**src/rtl/owrse_pkg.sv**
```systemverilog
// ----------------------------------------------------------------------------
// owrse_pkg
// Shared types, codes and helpers for the 1-Wire ROM search decision core.
// ----------------------------------------------------------------------------
`default_nettype none

package owrse_pkg;

  // ROM ID geometry
  localparam int unsigned IdBits     = 64;
  localparam int unsigned IdxW       = $clog2(IdBits);
  localparam int unsigned BitPosW    = 7;
  localparam int unsigned FamMarkW   = 4;
  localparam int unsigned CrcW       = 8;
  // first bit position past the family code byte
  localparam int unsigned FamilyEnd  = 9;
  // reflected Dallas polynomial x^8+x^5+x^4+1
  localparam logic [CrcW-1:0] CrcPoly = 8'h8C;

  typedef enum logic [1:0] {
    REQ_CLEAR   = 2'd0,
    REQ_START   = 2'd1,
    REQ_TRIPLET = 2'd2,
    REQ_UNUSED  = 2'd3
  } req_e;

  typedef enum logic [2:0] {
    ST_SEND     = 3'd0,
    ST_FOUND    = 3'd1,
    ST_NODEV    = 3'd2,
    ST_CRCERR   = 3'd3,
    ST_FINISHED = 3'd4,
    ST_BUSERR   = 3'd5,
    ST_CLEARED  = 3'd6,
    ST_IGNORED  = 3'd7
  } status_e;

  typedef struct packed {
    logic [1:0] req_type;
    logic       first_bit;
    logic       second_bit;
    logic       taken_dir;
    logic       bus_error;
  } item_t;

  typedef struct packed {
    logic [IdBits-1:0]   rom_bits;
    logic [BitPosW-1:0]  prior_disc;
    logic [FamMarkW-1:0] family_mark;
    logic                search_done;
    logic [BitPosW-1:0]  bit_pos;
    logic [BitPosW-1:0]  pass_zero;
    logic [CrcW-1:0]     crc;
    logic                pass_active;
  } search_t;

  // search memory after reset: everything zero, bit position at 1
  localparam search_t SearchRst = '{
    rom_bits:    '0,
    prior_disc:  '0,
    family_mark: '0,
    search_done: 1'b0,
    bit_pos:     BitPosW'(1),
    pass_zero:   '0,
    crc:         '0,
    pass_active: 1'b0
  };

  typedef struct packed {
    logic [2:0]          status;
    logic                next_dir;
    logic [BitPosW-1:0]  bit_number;
    logic [IdBits-1:0]   rom_id;
    logic [FamMarkW-1:0] family_disc;
  } result_t;

  // One bit of the CRC-8, LSB first
  function automatic logic [CrcW-1:0] crc_step(input logic [CrcW-1:0] crc,
                                               input logic b);
    logic [CrcW-1:0] sh;
    sh = crc >> 1;
    if (crc[0] ^ b) begin
      sh = sh ^ CrcPoly;
    end
    return sh;
  endfunction

endpackage

`default_nettype wire

```
**src/rtl/onewire_rom_search_engine_core.sv**
```systemverilog
// ----------------------------------------------------------------------------
// onewire_rom_search_engine_core
// Decision core of a 1-Wire ROM enumeration search: one request beat in,
// one result beat out.
// ----------------------------------------------------------------------------
//
//  Channel  Direction  Handshake               Payload
//  in       to core    in_valid_i/in_stall_o   req_type, first_bit, second_bit,
//                                              taken_dir, bus_error
//  out      from core  out_valid_o/out_stall_i status, next_dir, bit_number,
//                                              rom_id, family_discrepancy
//
//  Each beat passes through an input register, then through the decision
//  logic and search memory update into the result register.
//  One beat is accepted per cycle while the output is not stalled.
//  Reset clears the search memory (bit position to 1) and both valid flags.
//  A stall on the output holds the result register and then the input register.
// ----------------------------------------------------------------------------
`default_nettype none

module onewire_rom_search_engine_core (
  input  wire logic                          clk_i,
  input  wire logic                          rst_ni,
  input  wire logic                          in_valid_i,
  output logic                               in_stall_o,
  input  wire logic [1:0]                    req_type_i,
  input  wire logic                          first_bit_i,
  input  wire logic                          second_bit_i,
  input  wire logic                          taken_dir_i,
  input  wire logic                          bus_error_i,
  output logic                               out_valid_o,
  input  wire logic                          out_stall_i,
  output logic [2:0]                         status_o,
  output logic                               next_dir_o,
  output logic [owrse_pkg::BitPosW-1:0]      bit_number_o,
  output logic [owrse_pkg::IdBits-1:0]       rom_id_o,
  output logic [owrse_pkg::FamMarkW-1:0]     family_discrepancy_o
);
  import owrse_pkg::*;

  logic    in_vld_q;
  item_t   item_q;
  logic    out_vld_q;
  result_t res_q;
  search_t st_q;
  search_t st_d;
  result_t res_d;
  logic    advance;
  logic    in_accept;

  // Move a beat forward when the result slot is free or being taken
  assign advance    = !out_vld_q || !out_stall_i;
  assign in_stall_o = in_vld_q && !advance;
  assign in_accept  = in_valid_i && !in_stall_o;

  // Hold the incoming beat
  always_ff @(posedge clk_i or negedge rst_ni) begin
    if (!rst_ni) begin
      in_vld_q <= 1'b0;
    end else if (in_accept) begin
      in_vld_q <= 1'b1;
    end else if (advance) begin
      in_vld_q <= 1'b0;
    end
  end

  always_ff @(posedge clk_i) begin
    if (in_accept) begin
      item_q.req_type   <= req_type_i;
      item_q.first_bit  <= first_bit_i;
      item_q.second_bit <= second_bit_i;
      item_q.taken_dir  <= taken_dir_i;
      item_q.bus_error  <= bus_error_i;
    end
  end

  owrse_decide u_decide (
    .item_i (item_q),
    .st_i   (st_q),
    .st_o   (st_d),
    .res_o  (res_d)
  );

  // Update search memory as the beat retires into the result register
  always_ff @(posedge clk_i or negedge rst_ni) begin
    if (!rst_ni) begin
      st_q      <= SearchRst;
      out_vld_q <= 1'b0;
    end else if (advance) begin
      out_vld_q <= in_vld_q;
      if (in_vld_q) begin
        st_q <= st_d;
      end
    end
  end

  always_ff @(posedge clk_i) begin
    if (advance && in_vld_q) begin
      res_q <= res_d;
    end
  end

  assign out_valid_o          = out_vld_q;
  assign status_o             = res_q.status;
  assign next_dir_o           = res_q.next_dir;
  assign bit_number_o         = res_q.bit_number;
  assign rom_id_o             = res_q.rom_id;
  assign family_discrepancy_o = res_q.family_disc;

`ifndef SYNTH
  a_bitpos_range: assert property (@(posedge clk_i) disable iff (!rst_ni)
    (st_q.bit_pos != '0) && (st_q.bit_pos <= BitPosW'(IdBits)))
    else $error("bit position out of range");

  a_idle_bitpos: assert property (@(posedge clk_i) disable iff (!rst_ni)
    !st_q.pass_active |-> (st_q.bit_pos == BitPosW'(1)))
    else $error("bit position not rewound outside a pass");

  a_done_closed: assert property (@(posedge clk_i) disable iff (!rst_ni)
    st_q.search_done |-> (!st_q.pass_active && (st_q.prior_disc == '0)))
    else $error("finished search with open pass or pending discrepancy");

  a_retire: assert property (@(posedge clk_i) disable iff (!rst_ni)
    (advance && in_vld_q) |=> out_vld_q)
    else $error("retired beat produced no result");

  a_stall_only_full: assert property (@(posedge clk_i) disable iff (!rst_ni)
    in_stall_o |-> (in_vld_q && out_vld_q))
    else $error("input stalled with a free slot");
`endif

endmodule

`default_nettype wire

```
**src/rtl/owrse_decide.sv**
```systemverilog
// ----------------------------------------------------------------------------
// owrse_decide
// Next-state and result logic for one request beat of the ROM search.
// ----------------------------------------------------------------------------
`default_nettype none

module owrse_decide (
  input  owrse_pkg::item_t   item_i,
  input  owrse_pkg::search_t st_i,
  output owrse_pkg::search_t st_o,
  output owrse_pkg::result_t res_o
);
  import owrse_pkg::*;

  search_t             nxt;
  status_e             status;
  logic                pick_dir;
  logic                next_dir;
  logic [BitPosW-1:0]  cur_m1;
  logic [BitPosW-1:0]  nxt_m1;
  logic [CrcW-1:0]     crc_new;
  logic                zero_branch;

  assign cur_m1      = st_i.bit_pos - BitPosW'(1);
  assign crc_new     = crc_step(st_i.crc, item_i.taken_dir);
  assign zero_branch = !item_i.first_bit && !item_i.second_bit && !item_i.taken_dir;

  // Decode the request and update search memory
  always_comb begin
    nxt      = st_i;
    status   = ST_IGNORED;
    pick_dir = 1'b0;
    unique case (item_i.req_type)
      REQ_CLEAR: begin
        nxt.prior_disc  = '0;
        nxt.family_mark = '0;
        nxt.search_done = 1'b0;
        nxt.pass_active = 1'b0;
        nxt.bit_pos     = BitPosW'(1);
        status          = ST_CLEARED;
      end
      REQ_START: begin
        if (st_i.search_done) begin
          nxt.pass_active = 1'b0;
          status          = ST_FINISHED;
        end else begin
          nxt.bit_pos     = BitPosW'(1);
          nxt.pass_zero   = '0;
          nxt.crc         = '0;
          nxt.pass_active = 1'b1;
          status          = ST_SEND;
          pick_dir        = 1'b1;
        end
      end
      REQ_TRIPLET: begin
        if (st_i.pass_active) begin
          if (item_i.bus_error) begin
            nxt.pass_active = 1'b0;
            nxt.bit_pos     = BitPosW'(1);
            status          = ST_BUSERR;
          end else if (item_i.first_bit && item_i.second_bit) begin
            nxt.pass_active = 1'b0;
            nxt.bit_pos     = BitPosW'(1);
            status          = ST_NODEV;
          end else begin
            // note a discrepancy where the 0 branch was taken
            if (zero_branch) begin
              nxt.pass_zero = st_i.bit_pos;
              if (st_i.bit_pos < BitPosW'(FamilyEnd)) begin
                nxt.family_mark = st_i.bit_pos[FamMarkW-1:0];
              end
            end
            nxt.rom_bits[cur_m1[IdxW-1:0]] = item_i.taken_dir;
            nxt.crc = crc_new;
            if (st_i.bit_pos >= BitPosW'(IdBits)) begin
              // last bit: close the pass and check the CRC
              nxt.pass_active = 1'b0;
              nxt.bit_pos     = BitPosW'(1);
              if (crc_new != '0) begin
                status = ST_CRCERR;
              end else begin
                nxt.prior_disc = nxt.pass_zero;
                if (nxt.pass_zero == '0) begin
                  nxt.search_done = 1'b1;
                end
                status = ST_FOUND;
              end
            end else begin
              nxt.bit_pos = st_i.bit_pos + BitPosW'(1);
              status      = ST_SEND;
              pick_dir    = 1'b1;
            end
          end
        end
      end
      default: begin
      end
    endcase
  end

  // Choose the direction for the next triplet
  assign nxt_m1 = nxt.bit_pos - BitPosW'(1);

  always_comb begin
    next_dir = 1'b0;
    if (pick_dir) begin
      if (nxt.bit_pos < nxt.prior_disc) begin
        next_dir = nxt.rom_bits[nxt_m1[IdxW-1:0]];
      end else begin
        next_dir = (nxt.prior_disc == nxt.bit_pos);
      end
    end
  end

  assign st_o              = nxt;
  assign res_o.status      = status;
  assign res_o.next_dir    = next_dir;
  assign res_o.bit_number  = nxt.bit_pos;
  assign res_o.rom_id      = nxt.rom_bits;
  assign res_o.family_disc = nxt.family_mark;

endmodule

`default_nettype wire
```
**config.mk**
```make
export PLATFORM = sky130hd
export DESIGN_NAME = onewire_rom_search_engine_core
export DESIGN_NICKNAME = d
export VERILOG_FILES = /design/src/rtl/owrse_pkg.sv /design/src/rtl/onewire_rom_search_engine_core.sv /design/src/rtl/owrse_decide.sv
export SDC_FILE = /design/constraint.sdc
export NUM_CORES = 1
export LEC_CHECK = 0
export ABC_AREA = 0
export BUFFER_PORTS_ARGS = -buffer_cell sky130_fd_sc_hd__buf_2
export CAP_MARGIN = 10
export CORE_MARGIN = 2
export CORE_UTILIZATION = 45
export CTS_CLUSTER_SIZE = 28
export DETAILED_ROUTE_END_ITERATION = 10
export PLACE_DENSITY = 0.66
export SLEW_MARGIN = 0
export SYNTH_ARGS = -nofsm -noshare
export SYNTH_HDL_FRONTEND = slang
export SYNTH_SLANG_ARGS = --single-unit
```
**constraint.sdc**
```tcl
create_clock -name clk_i -period 6.75 [get_ports clk_i]
set_input_delay 0.675 -clock clk_i [delete_from_list [all_inputs] [get_ports clk_i]]
set_output_delay 0.675 -clock clk_i [all_outputs]
set_load 0.01 [all_outputs]
```
After elaboration in Yosys (flattened, before gate mapping)
Index checks and enable logic that the tools add are counted.
{"block": "totals", "wordCells": 115, "out_inout_bits": 81, "ff_bits": 186, "inputBits": 10}
{"block": "classes", "n_eq_ne": 10, "reduce_logical": 26, "n_addsub": 3, "n_mux": 48, "bitwise": 2, "magnitude_cmp": 6}
{"op": "two-way mux 76 bit", "count": 2}
{"op": "two-way mux 99 bit", "count": 1}
{"op": "two-way mux 7 bit", "count": 10}
{"op": "bitwise mux 64 bit", "count": 1}
{"op": "two-way mux 64 bit", "count": 1}
{"op": "two-way mux 15 bit", "count": 2}
{"op": "one-hot mux 15 bit (2 select lines)", "count": 1}
{"op": "one-hot mux 12 bit (2 select lines)", "count": 1}
{"op": "two-way mux 22 bit", "count": 1}
{"op": "one-hot mux 7 bit (3 select lines)", "count": 1}
{"op": "two-way mux 3 bit", "count": 5}
{"op": "< comparator 6 x 7 -> 1 bit, second input constant", "count": 2}
{"op": "two-way mux 1 bit", "count": 13}
{"op": "subtractor 6 x 1 -> 6 bit, second input constant", "count": 2}
{"op": "inequality test 2 bit, second input constant", "count": 5}
{"op": "one-hot mux 3 bit (3 select lines)", "count": 1}
{"op": "AND reduction 9 bit", "count": 1}
{"op": "two-way mux 4 bit", "count": 2}
{"op": "two-way mux 8 bit", "count": 1}
{"op": "nonzero test 8 bit", "count": 1}
{"op": "adder 7 x 1 -> 7 bit, second input constant", "count": 1}
{"op": "== test 7 bit", "count": 1}
{"op": ">= comparator 7 bit, second input constant", "count": 1}
{"op": "logical AND 1 bit", "count": 7}
{"op": "other kinds (22)", "count": 31}

Longest topological paths before layout
{"block": "logic_depth", "depth_word": 20, "mapped_depth": 19, "depth_no_buf": 17}

Modules after synthesis
A second synthesis with hierarchy kept.
{"block": "unflattened", "cells_unflattened": 925, "area_unflattened_um2": 11048.1}
{"mod": "onewire_rom_search_engine_core", "cells_each": 302, "instances": 1, "seq_area_each_um2": 5081.1, "area_per_inst_um2": 6829.0}
{"mod": "owrse_decide", "cells_each": 623, "instances": 1, "seq_area_each_um2": 0.0, "area_per_inst_um2": 4219.0}

Worst setup path after synthesis
OpenSTA, ideal clock, no wires.
{"block": "synth_path", "path_type": "reg2reg", "start": "reg item_q[4] (netlist bit)", "end": "reg res_q, in the netlist next_dir_o, data pin", "synth_period_minus_slack_ps": 3927, "required_time_ps": 6477, "n_path_buf": 3, "arrival_time_ps": 3654, "setup_ps": 273, "setup_slack_ps": 2823, "stages_incl_launch_ff": 18, "cell_sequence": "edfxtp_1 > inv_1 > ha_1 > clkbuf_1 > nand2_1 > a31oi_1 > a2bb2oi_2 > inv_1 > clkbuf_1 > ha_1 > o211a_1 > a211oi_1 > clkbuf_1 > nand2_1 > a32oi_1 > a21boi_0 > o31ai_1 > a41oi_1"}
{"block": "synth_between", "elab_chain_cells": 6, "word_cells_on_any_way": 13, "cone_classes": "add/sub: 1; order compare: 1; eq/ne: 3; mux: 7; reduce/logical: 1"}
{"item": "from (decl)", "line": "onewire_rom_search_engine_core.sv:42", "text": "item_t item_q;"}
{"item": "== test 2 bit, or another cell as far along", "line": "owrse_decide.sv:33", "text": "unique case (item_i.req_type)"}
{"item": "one-hot mux 7 bit (3 select lines)", "line": "owrse_decide.sv:33"}
{"item": "subtractor 6 x 1 -> 6 bit", "line": "owrse_decide.sv:102", "text": "assign nxt_m1 = nxt.bit_pos - BitPosW'(1);"}
{"item": "binary-select mux 1 bit (select 6 bit)", "line": "owrse_decide.sv:108", "text": "next_dir = nxt.rom_bits[nxt_m1[IdxW-1:0]];"}
{"item": "two-way mux 1 bit (implied by the code)", "line": "owrse_decide.sv:108"}
{"item": "two-way mux 1 bit", "line": "owrse_decide.sv:107", "text": "if (nxt.bit_pos < nxt.prior_disc) begin"}
{"item": "to (signal assigned)", "line": "onewire_rom_search_engine_core.sv:99", "text": "res_q <= res_d;"}
{"item": "to (decl)", "line": "onewire_rom_search_engine_core.sv:44", "text": "result_t res_q;"}
Parallel ways exist; a longest one is shown, timed or not. The select of a mux whose other input is x is not followed.
A chain may end at the register's enable or synchronous reset.

Worst setup path in the final report
Same ends and word-level chain as after synthesis.

==> run_results.csv <==
group,metric,value,unit
run_status,status,"finished, final reports clean",
synthesis,syn_nets,992,
timing,fin_worst_skew,0.00754,ns
clock_network,ctsResizeCount,0,
synthesis,syn_area,9440,um^2
synthesis,ys.flop_type,"dfrtp_1",
clock_network,root_buffer,"clkbuf_16",
synthesis,seq_area_frac_synth,0.538,
worst_setup_path,crit_path_end_kind,"flip-flop",
timing,rsz0062_at_grt,"false",
clock_network,numClockSinks,186,
clock_network,h-tree-depth,4,
synthesis,synth-async-reset-ratio,0.543,
floorplanning,num_rows,52,
placement,finalWeightedCongestion,0.920,
route,drt-total-wl,24.1,mm
run,cap_violations,0,
global_route,grt_pass1_wl,38.6,mm
clock_network,clk_latency,0.44,ns
global_route,grt_usage,0.227,
synthesis,synth_mux_area_frac,0.0768,
synthesis,synth_compound_area_frac,0.139,
synthesis,synth_edf_count,85,
synthesis,avgSynthCellArea,9.75,um^2
floorplanning,die_h,149,um
clock_network,post_cts_buffers,0,
synthesis,synth-adder-area-share,0.0186,
worst_hold_path,hp-class,"in -> async",
timing,finalSetupViolCount,0,
placement,place_area,10100,um^2
power_and_ir_drop,ir_drop,0.000194,V
floorplanning,floorplan.die_area,22100,um^2
timing,finalCriticalPeriod,5.04,ns
floorplanning,floorplan.initialDensity,0.462,
worst_setup_path,cp.required,6.92,ns
synthesis,synth_top_family_by_area,"simple AND/OR/NAND/NOR gates",
timing,max_freq,198,MHz
clock_network,cts_tree,"done",
clock_network,cts_buffers,17,
clock_network,clk_path_buf_depth,2,
synthesis,yosys.area_share.simple,0.169,
timing,worstMarginPinSlew,0.983,ns
synthesis,synth.distinct_cells,66,
finish,final_cell_area,10700,um^2
route,drc_errors,0,
finish,num_antenna_cells,0,
global_route,antenna_found_initial,0,
synthesis,synth-xor-area-share,0.0102,
global_route,grt_pass1_vias,6921,
timing,hold_viol,0,
global_route,grt_start_max_net_pins,94,
power_and_ir_drop,leakage,4.94,nW
synthesis,yosys_warnings,0,
timing,slew_headroom,0.337,
placement,portBuffers,90,
worst_setup_path,r2r_setup_slack,1.71,ns
floorplanning,die_x,149,um
synthesis,synth_top_cell_by_area,"edfxtp_1",
worst_setup_path,crit_type,"reg -> reg",
placement,hpwl,16.3,mm
timing,fin_crit_sh,0.747,
synthesis,yosysTopAreaCellShare,0.270,
finish,syn_to_final_growth,13.4,%
timing,finalSetupTns,0,ns
synthesis,syn_inst,968,
placement,dp_cells,1285,
floorplanning,ios,91,
synthesis,synthTopCellsByArea,"edfxtp_1 27%, dfrtp_1 27%, nand2_1 8.0%",
route,drt_iter0_drc,608,
clock_network,clk_pin_slew_worst_paths,0.07,ns
route,drtPass1Iterations,6,
route,routed-via-count,7375,
route,antenna_left,0,
route,wl_per_cell,18.3,um
clock_network,hold_buffers,0,
finish,drive_gt1_frac,0.147,
worst_setup_path,cp-start-kind,"flip-flop",
finish,fin_cells,1317,
worst_setup_path,cp_max_fo,21,
power_and_ir_drop,power_density,261,nW/um^2
global_route,gr-total-overflow,0,
timing,slew_violations,0,
finish,fin_nets,1058,
route,routed_via_density,5.60,
synthesis,ys_seq_elements,186,
floorplanning,core,20400,um^2
worst_setup_path,critical_path_arrival,5.21,ns
power_and_ir_drop,total_power,2.79,mW
-- metal layers --
| layer | up-vias | routed length (um) | global-route usage |
|---|---|---|---|
| li1 | 3531 | - | - |
| met1 | 3521 | 11500 | 0.340 |
| met2 | 284 | 10600 | 0.333 |
| met3 | 39 | 1480 | 0.0379 |
| met4 | 0 | 596 | 0.0810 |
| met5 | - | 0 | 0 |
-- power by group --
group          switching [mW]  leakage (nW)  internal [mW]
Sequential             0.0310          2.25           1.25
Combinational           0.330          2.40          0.153
Clock                   0.443         0.286          0.587
-- final timing paths --
| kind | start | endpoint | depth (start not counted) |
|---|---|---|---|
| max | item_q[4] | next_dir_o | 14 |
| min | rst_ni | out_valid_o | 1 |
| max reg2reg | item_q[4] | next_dir_o | 14 |
| min reg2reg | st_q[69] | st_q[69] | 2 |
| max in group asynchronous | rst_ni | st_q[63] | 2 |
| min in group clk_i | second_bit_i | item_q[2] | 1 |
-- area by class of cell --
class	count	area, um^2
fill	1872	9730
sequential	186	5080
clock buffer	23	488
inverter	63	239
tap	270	338
timing repair buffer	100	528
clock inverter	9	114
multi-input combinational	666	3910
-- logic make-up after synthesis --
logic type      after synthesis
xor+xnor                     11
mux                          69
compound gates              210
flops                       186
buf+inv                     116
fa+ha+maj                    14
simple gates                362
-- worst max-delay path, cell delays in order, from the launching register on --
cell and delay [ns]:
edfxtp_1 0.42, inv_1 0.10, ha_1 0.60, nand2_1 0.45, a31oi_1 0.31, a2bb2oi_2 0.14
buf_4 0.26, inv_1 0.26, ha_1 0.30, a21oi_1 0.21, a211o_1 0.67, mux4_2 0.59
o21a_1 0.18, a21boi_1 0.15, a41oi_1 0.12
-- stage by stage --
stage	hold slack, ns	setup slack [ns]	utilization
floorplan	0.379	2.82	-
global placement	0.451	1.94	0.494
detailed placement	0.457	1.80	0.494
CTS	0.241	1.77	0.524
global route	0.260	1.26	0.524
finish	0.213	1.71	0.524
-- sequential cells by signal, indices dropped and copies added, names as in the netlist --
signal and cells:
st_q 99, rom_id_o 64, bit_number_o 7, item_q 6, family_discrepancy_o 4, status_o 3
in_vld_q 1, next_dir_o 1, out_valid_o 1
-- cells in the mapped netlist (14+ instances only) --
master    count
dfrtp_1     100
nand3_1      19
o21ai_0     103
o31ai_1      17
ha_1         14
nand2_1     202
a21oi_1      20
mux2i_1      60
nor2_1       68
inv_1        62
edfxtp_1     85
clkbuf_1     43
-- placed cells by master, fill, tap and decap left out, types with 6 or more instances in the layout --
cell and instances:
mux2i_1 60, a211oi_1 6, a22oi_1 9, ha_1 14
a21oi_1 20, nor3_1 9, nand3_1 19, clkbuf_16 17
xnor2_1 7, nand2_1 201, nand2b_1 12, inv_1 62
buf_2 89, o21ai_0 102, and3_1 6, edfxtp_1 85
o22ai_1 6, nand4_1 8, buf_4 11, mux2_2 7
nor2_1 68, o31ai_1 17, nor4_1 12, dfrtp_1 100
Power figures use the tool's default switching activity.
